--- src/design/smx_pkg.sv ---
`timescale 1ns / 1ps
// ----------------------------------------------------------------------------
// smx_pkg
// shared types and constants of the stack machine execute core
// ----------------------------------------------------------------------------
package smx_pkg;

  localparam int unsigned StackDepthDefault = 1024;
  localparam int unsigned WordW = 32;
  localparam int unsigned LimitW = 11;

  typedef enum logic [4:0] {
    OP_NOP    = 5'd0,
    OP_C32    = 5'd1,
    OP_C64    = 5'd2,
    OP_DROP   = 5'd3,
    OP_ADD    = 5'd4,
    OP_SUB    = 5'd5,
    OP_MUL    = 5'd6,
    OP_DIVS   = 5'd7,
    OP_AND    = 5'd8,
    OP_OR     = 5'd9,
    OP_XOR    = 5'd10,
    OP_EQ     = 5'd11,
    OP_NE     = 5'd12,
    OP_LTS    = 5'd13,
    OP_BR     = 5'd14,
    OP_BRIF   = 5'd15,
    OP_RET    = 5'd16,
    OP_CALL   = 5'd17,
    OP_CLRERR = 5'd18
  } opcode_t;

  typedef enum logic [1:0] {
    ST_OK     = 2'd0,
    ST_BRANCH = 2'd1,
    ST_RETURN = 2'd2,
    ST_ERROR  = 2'd3
  } status_t;

  typedef enum logic [2:0] {
    ERR_NONE      = 3'd0,
    ERR_OVERFLOW  = 3'd1,
    ERR_UNDERFLOW = 3'd2,
    ERR_INVALID   = 3'd3,
    ERR_DIVZERO   = 3'd4,
    ERR_CALL      = 3'd5
  } error_t;

  typedef enum logic [0:0] {
    CFG_STACK_LIMIT      = 1'd0,
    CFG_MODULE_AVAILABLE = 1'd1
  } cfg_index_t;

  typedef enum logic [2:0] {
    S_IDLE,
    S_RD1,
    S_RD2,
    S_RD3,
    S_DIV,
    S_EXEC,
    S_PUSH2
  } state_t;

endpackage

--- src/design/smx_divider.sv ---
`timescale 1ns / 1ps
// ----------------------------------------------------------------------------
// smx_divider
// signed 32-bit divider, truncating, one quotient bit per cycle
// ----------------------------------------------------------------------------
module smx_divider (
  input  logic                      clk,
  input  logic                      rst,
  input  logic                      start,
  input  logic [smx_pkg::WordW-1:0] dividend,
  input  logic [smx_pkg::WordW-1:0] divisor,
  output logic                      done,
  output logic [smx_pkg::WordW-1:0] quotient
);

  localparam int unsigned W = smx_pkg::WordW;
  localparam int unsigned CntW = $clog2(W + 1);

  logic [W-1:0]    dvd;
  logic [W-1:0]    dsr;
  logic [W:0]      rem;
  logic            neg;
  logic [CntW-1:0] cnt;
  logic            busy;
  logic [W:0]      rem_sh;
  logic            fits;

  assign rem_sh = {rem[W-1:0], dvd[W-1]};
  assign fits = rem_sh >= {1'b0, dsr};
  assign quotient = neg ? (W'(0) - dvd) : dvd;

  always_ff @(posedge clk) begin
    if (rst) begin
      busy <= 1'b0;
      done <= 1'b0;
      cnt <= '0;
    end else begin
      done <= 1'b0;
      if (start) begin
        busy <= 1'b1;
        cnt <= CntW'(W);
      end else if (busy) begin
        cnt <= cnt - CntW'(1);
        if (cnt == CntW'(1)) begin
          busy <= 1'b0;
          done <= 1'b1;
        end
      end
    end
  end

  always_ff @(posedge clk) begin
    if (start) begin
      dvd <= dividend[W-1] ? (W'(0) - dividend) : dividend;
      dsr <= divisor[W-1] ? (W'(0) - divisor) : divisor;
      neg <= dividend[W-1] ^ divisor[W-1];
      rem <= '0;
    end else if (busy) begin
      rem <= fits ? (rem_sh - {1'b0, dsr}) : rem_sh;
      dvd <= {dvd[W-2:0], fits};
    end
  end

endmodule
--- config.mk ---
export PLATFORM = sky130hd
export DESIGN_NAME = smx_divider
export DESIGN_NICKNAME = d
export VERILOG_FILES = /design/src/design/smx_pkg.sv /design/src/design/smx_divider.sv
export SDC_FILE = /design/constraint.sdc
export NUM_CORES = 1
export LEC_CHECK = 0
export BUFFER_PORTS_ARGS = -buffer_cell sky130_fd_sc_hd__buf_2
export CORE_UTILIZATION = 56
export DETAILED_ROUTE_END_ITERATION = 7
export GPL_TIMING_DRIVEN = 0
export PLACE_DENSITY = 0.87
export SLEW_MARGIN = 15
export SYNTH_ARGS = -nofsm -noshare
export SYNTH_HDL_FRONTEND = slang
export SYNTH_SLANG_ARGS = --single-unit
export TNS_END_PERCENT = 100
--- constraint.sdc ---
create_clock -name clk -period 5.26 [get_ports clk]
set_input_delay 0.526 -clock clk [delete_from_list [all_inputs] [get_ports clk]]
set_output_delay 0.526 -clock clk [all_outputs]
set_load 0.02 [all_outputs]
==> reports/qor.yml <==
clocking:
  cts-htree-levels: 3
  clock_pin_slew_worst_setup_and_hold_paths_ps: 80
  clk-insertion-delay-late_ps: 370
  total_of_hold_buffers_inserted_after_clock_tree_synthesis: 0
  ctsRootBufferMaster: "sky130_fd_sc_hd__clkbuf_16"
  post_cts_resize_count: 0
  cts_made_buffers: 9
  clkSinkCount: 105
  clock_buffer_depth: 2
  tritoncts_clock_tree: "yes"
  postCtsSetupBuffers: 0
cells_and_area:
  finish.cell_count_without_fillers: 1209
  mostFrequentLayoutCell: "sky130_fd_sc_hd__nand2_1"
  finish.net_count: 1133
  fillerInstances: 1119
  most_frequent_cells_in_the_layout: "sky130_fd_sc_hd__nand2_1 (101), sky130_fd_sc_hd__buf_2 (99), sky130_fd_sc_hd__nor2_1 (96)"
  antenna-diode-count: 0
  layout-drive-gt1-share_pct: 13.4
  syn2layout_area_growth_pct: 13.3
grt:
  antenna_violations_before_repair: 0
  grt_use_total_pct: 28.3
  grt_pass1_wl_um: 32400
  first_global_vias: 6877
  grt_max_degree: 35
  globalRouteOverflowTotal: 0
worst_setup_path:
  worstPathRequired_ps: 4730
  critical_path_peak_fanout: 5
  arrival_ps: 3700
  classification_of_the_worst_setup_path: "flip-flop to primary output"
  critical_path.cell_chain: "or3_1, nor3_1, nand3_1, or4_1, or3_1, inv_1, nand2_1, o31ai_1, xnor2_1, buf_2"
  critPathMostFrequentCell: "sky130_fd_sc_hd__or3_1"
  cpMaxStageDelayCell: "sky130_fd_sc_hd__or4_1"
  setup.worst_path.start_class: "flip-flop"
  setup.worst_path.end_class: "primary output"
  cp_slowest_stage_delay_ps: 550
timing:
  hold_viol: 0
  relSlewSlack_pct: 48.4
  max_slew_vio_count: 0
  worstMarginPinSlew_ps: 774
  layout_min_cycle_time_ps: 4230
  finalCritPeriodShare_pct: 80.4
  fmax_mhz: 237
  total_negative_setup_slacks_ps: 0
  setup_viol_count_final: 0
  rsz_0062_raised_after_global_routing: "false"
  worst_clock_skew_ps: 14.6
logic_synthesis:
  synth.lib_cells_used.distinct: 57
  synthFlopType: "sky130_fd_sc_hd__edfxtp_1"
  avgSynthCellArea_um2: 8.49
  synth.yosys.seq_area_share_pct: 35.3
  synth_edf_count: 65
  synth.yosys.warnings: 0
  synthesis.instances: 918
  synth_top_area_share_pct: 25.1
  synthTopCellsByArea: "sky130_fd_sc_hd__edfxtp_1 (25%), sky130_fd_sc_hd__dfxtp_1 (10%), sky130_fd_sc_hd__xnor2_1 (7.9%)"
  synthesis.area_um2: 7790
  syn-num-nets: 1023
  synth-seq-cells: 105
  yosysTopAreaCell: "sky130_fd_sc_hd__edfxtp_1"
  asyncSetResetFlopFracSynth_pct: 0
die:
  die_w_um: 120
  die_height_um: 120
  fp.coreArea_um2: 13400
  dieArea_um2: 14400
  io-pin-count: 100
  initial_utilization_pct: 58.1
  rows: 42
pwr:
  power.static_leakage_uw: 0.00355
  design_power_total_uw: 2660
  power_per_cell_area_nw_per_um2: 301
  vdd_ir_drop_max_uv: 232
route:
  drt-pass1-iter-count: 6
  vias_per_cell: 6.11
  first_iter_violations: 751
  drt_wl_total_um: 20300
  drc_errors: 0
  detailroute.via_count: 7393
  wire_per_inst_um: 16.8
  drt.antenna.violating_nets: 0
hold_path:
  timing.hold.worst.class: "input pin to flip-flop"
placement:
  io_buffers: 99
  gpl.final_weighted_congestion: 0.955
  dpl.cell_count: 1193
  place.detailed.hpwl_um: 15200
run_status:
  outcome: "complete, no violations"
flow_run:
  cap_violations: 0
-- layout make-up --
type                    instances  area (um^2)  area share [%]
inverters                      48          180            2.04
clock buffers                  12          280            3.18
multi-input cells             719         4680            53.0
flip-flops and latches        105         2750            31.2
well taps                     176          220            2.49
clock inverters                 4         40.0           0.454
plain buffers                  46          176            2.00
repair buffers                 99          495            5.61
-- state kept, by name, summed over array words and instances, names as in the netlist --
signal and count:
busy 1, cnt 6, done 1, dsr 32
dvd 32, neg 1, rem 32
-- cell families after synthesis --
family | count (synthesis) | share of synthesized area [%]
xor+xnor | 117 | 13.2
fa+ha+maj | 38 | 6.20
flops | 105 | 35.3
compound gates | 246 | 20.8
mux | 7 | 0.964
buf+inv | 94 | 4.58
simple gates | 311 | 18.9
-- worst paths after layout --
| kind | endpoint | depth (start not counted) | slack (ps) | from |
|---|---|---|---|---|
| setup / recovery | quotient[31] | 10 | 1030 | dvd[4] |
| hold / removal | cnt[5] | 2 | 350 | rst |
| setup reg to reg | rem[15] | 12 | 1510 | dsr[9] |
| hold reg to reg | rem[31] | 2 | 490 | rem[31] |
-- critical path, delay by kind of cell, from the launching register on --
kind                      cells  cell delay, ps
xor gates and xnor gates      1             210
AOI/OAI and AO/OA             1             380
buffers and inverters         2             300
and+or+nand+nor               6            1990
DFF                           1             440
-- stage by stage --
| stage | instance area (um^2) | util (%) | hold WS [ps] | setup slack (ps) |
|---|---|---|---|---|
| after floorplan | 7790 | - | 451 | 1890 |
| after global placement | 8510 | 63.5 | 467 | 1640 |
| after detailed placement | 8510 | 63.5 | 474 | 1560 |
| after CTS | 8830 | 65.9 | 348 | 1150 |
| after global routing | 8830 | 65.9 | 356 | 984 |
| final | 8830 | 65.9 | 347 | 1030 |
-- power by group --
group | switching [uW] | internal, uW | leakage (uW)
Clock | 330 | 388 | 0.000160
Combinational | 549 | 342 | 0.00243
Sequential | 76.1 | 973 | 0.000967
-- layer usage --
| metal | track usage [%] | wire length (um) | up-vias |
|---|---|---|---|
| met5 | 0 | 0 | - |
| met4 | 11.2 | 491 | 0 |
| met3 | 4.61 | 1530 | 48 |
| met2 | 45.3 | 9350 | 355 |
| met1 | 38.2 | 8880 | 3473 |
| li1 | - | - | 3517 |
-- cell usage after synthesis, types with 3 or more instances --
master / count
sky130_fd_sc_hd__mux2_2: 4
sky130_fd_sc_hd__and3_1: 6
sky130_fd_sc_hd__and2_1: 5
sky130_fd_sc_hd__or2_2: 10
sky130_fd_sc_hd__dfxtp_1: 40
sky130_fd_sc_hd__a311oi_1: 24
sky130_fd_sc_hd__nor3_1: 17
sky130_fd_sc_hd__a21o_1: 23
sky130_fd_sc_hd__nor4_1: 4
sky130_fd_sc_hd__inv_1: 48
sky130_fd_sc_hd__mux2i_1: 3
sky130_fd_sc_hd__o211ai_1: 5
sky130_fd_sc_hd__nand3_1: 12
sky130_fd_sc_hd__edfxtp_1: 65
sky130_fd_sc_hd__a21boi_0: 3
sky130_fd_sc_hd__o21a_1: 4
sky130_fd_sc_hd__o41ai_1: 15
sky130_fd_sc_hd__or3_1: 14
sky130_fd_sc_hd__or3_4: 4
sky130_fd_sc_hd__ha_1: 37
sky130_fd_sc_hd__xnor2_1: 70
sky130_fd_sc_hd__a211oi_1: 13
sky130_fd_sc_hd__clkbuf_1: 44
sky130_fd_sc_hd__o21ai_0: 47
sky130_fd_sc_hd__xor2_1: 47
sky130_fd_sc_hd__nand2b_1: 12
sky130_fd_sc_hd__nor2b_1: 3
sky130_fd_sc_hd__nand4_1: 4
sky130_fd_sc_hd__or4_1: 16
sky130_fd_sc_hd__nor2_1: 96
sky130_fd_sc_hd__nand2_1: 101
sky130_fd_sc_hd__o31ai_1: 22
sky130_fd_sc_hd__a21oi_1: 74
(Power assumes the default switching activity.)
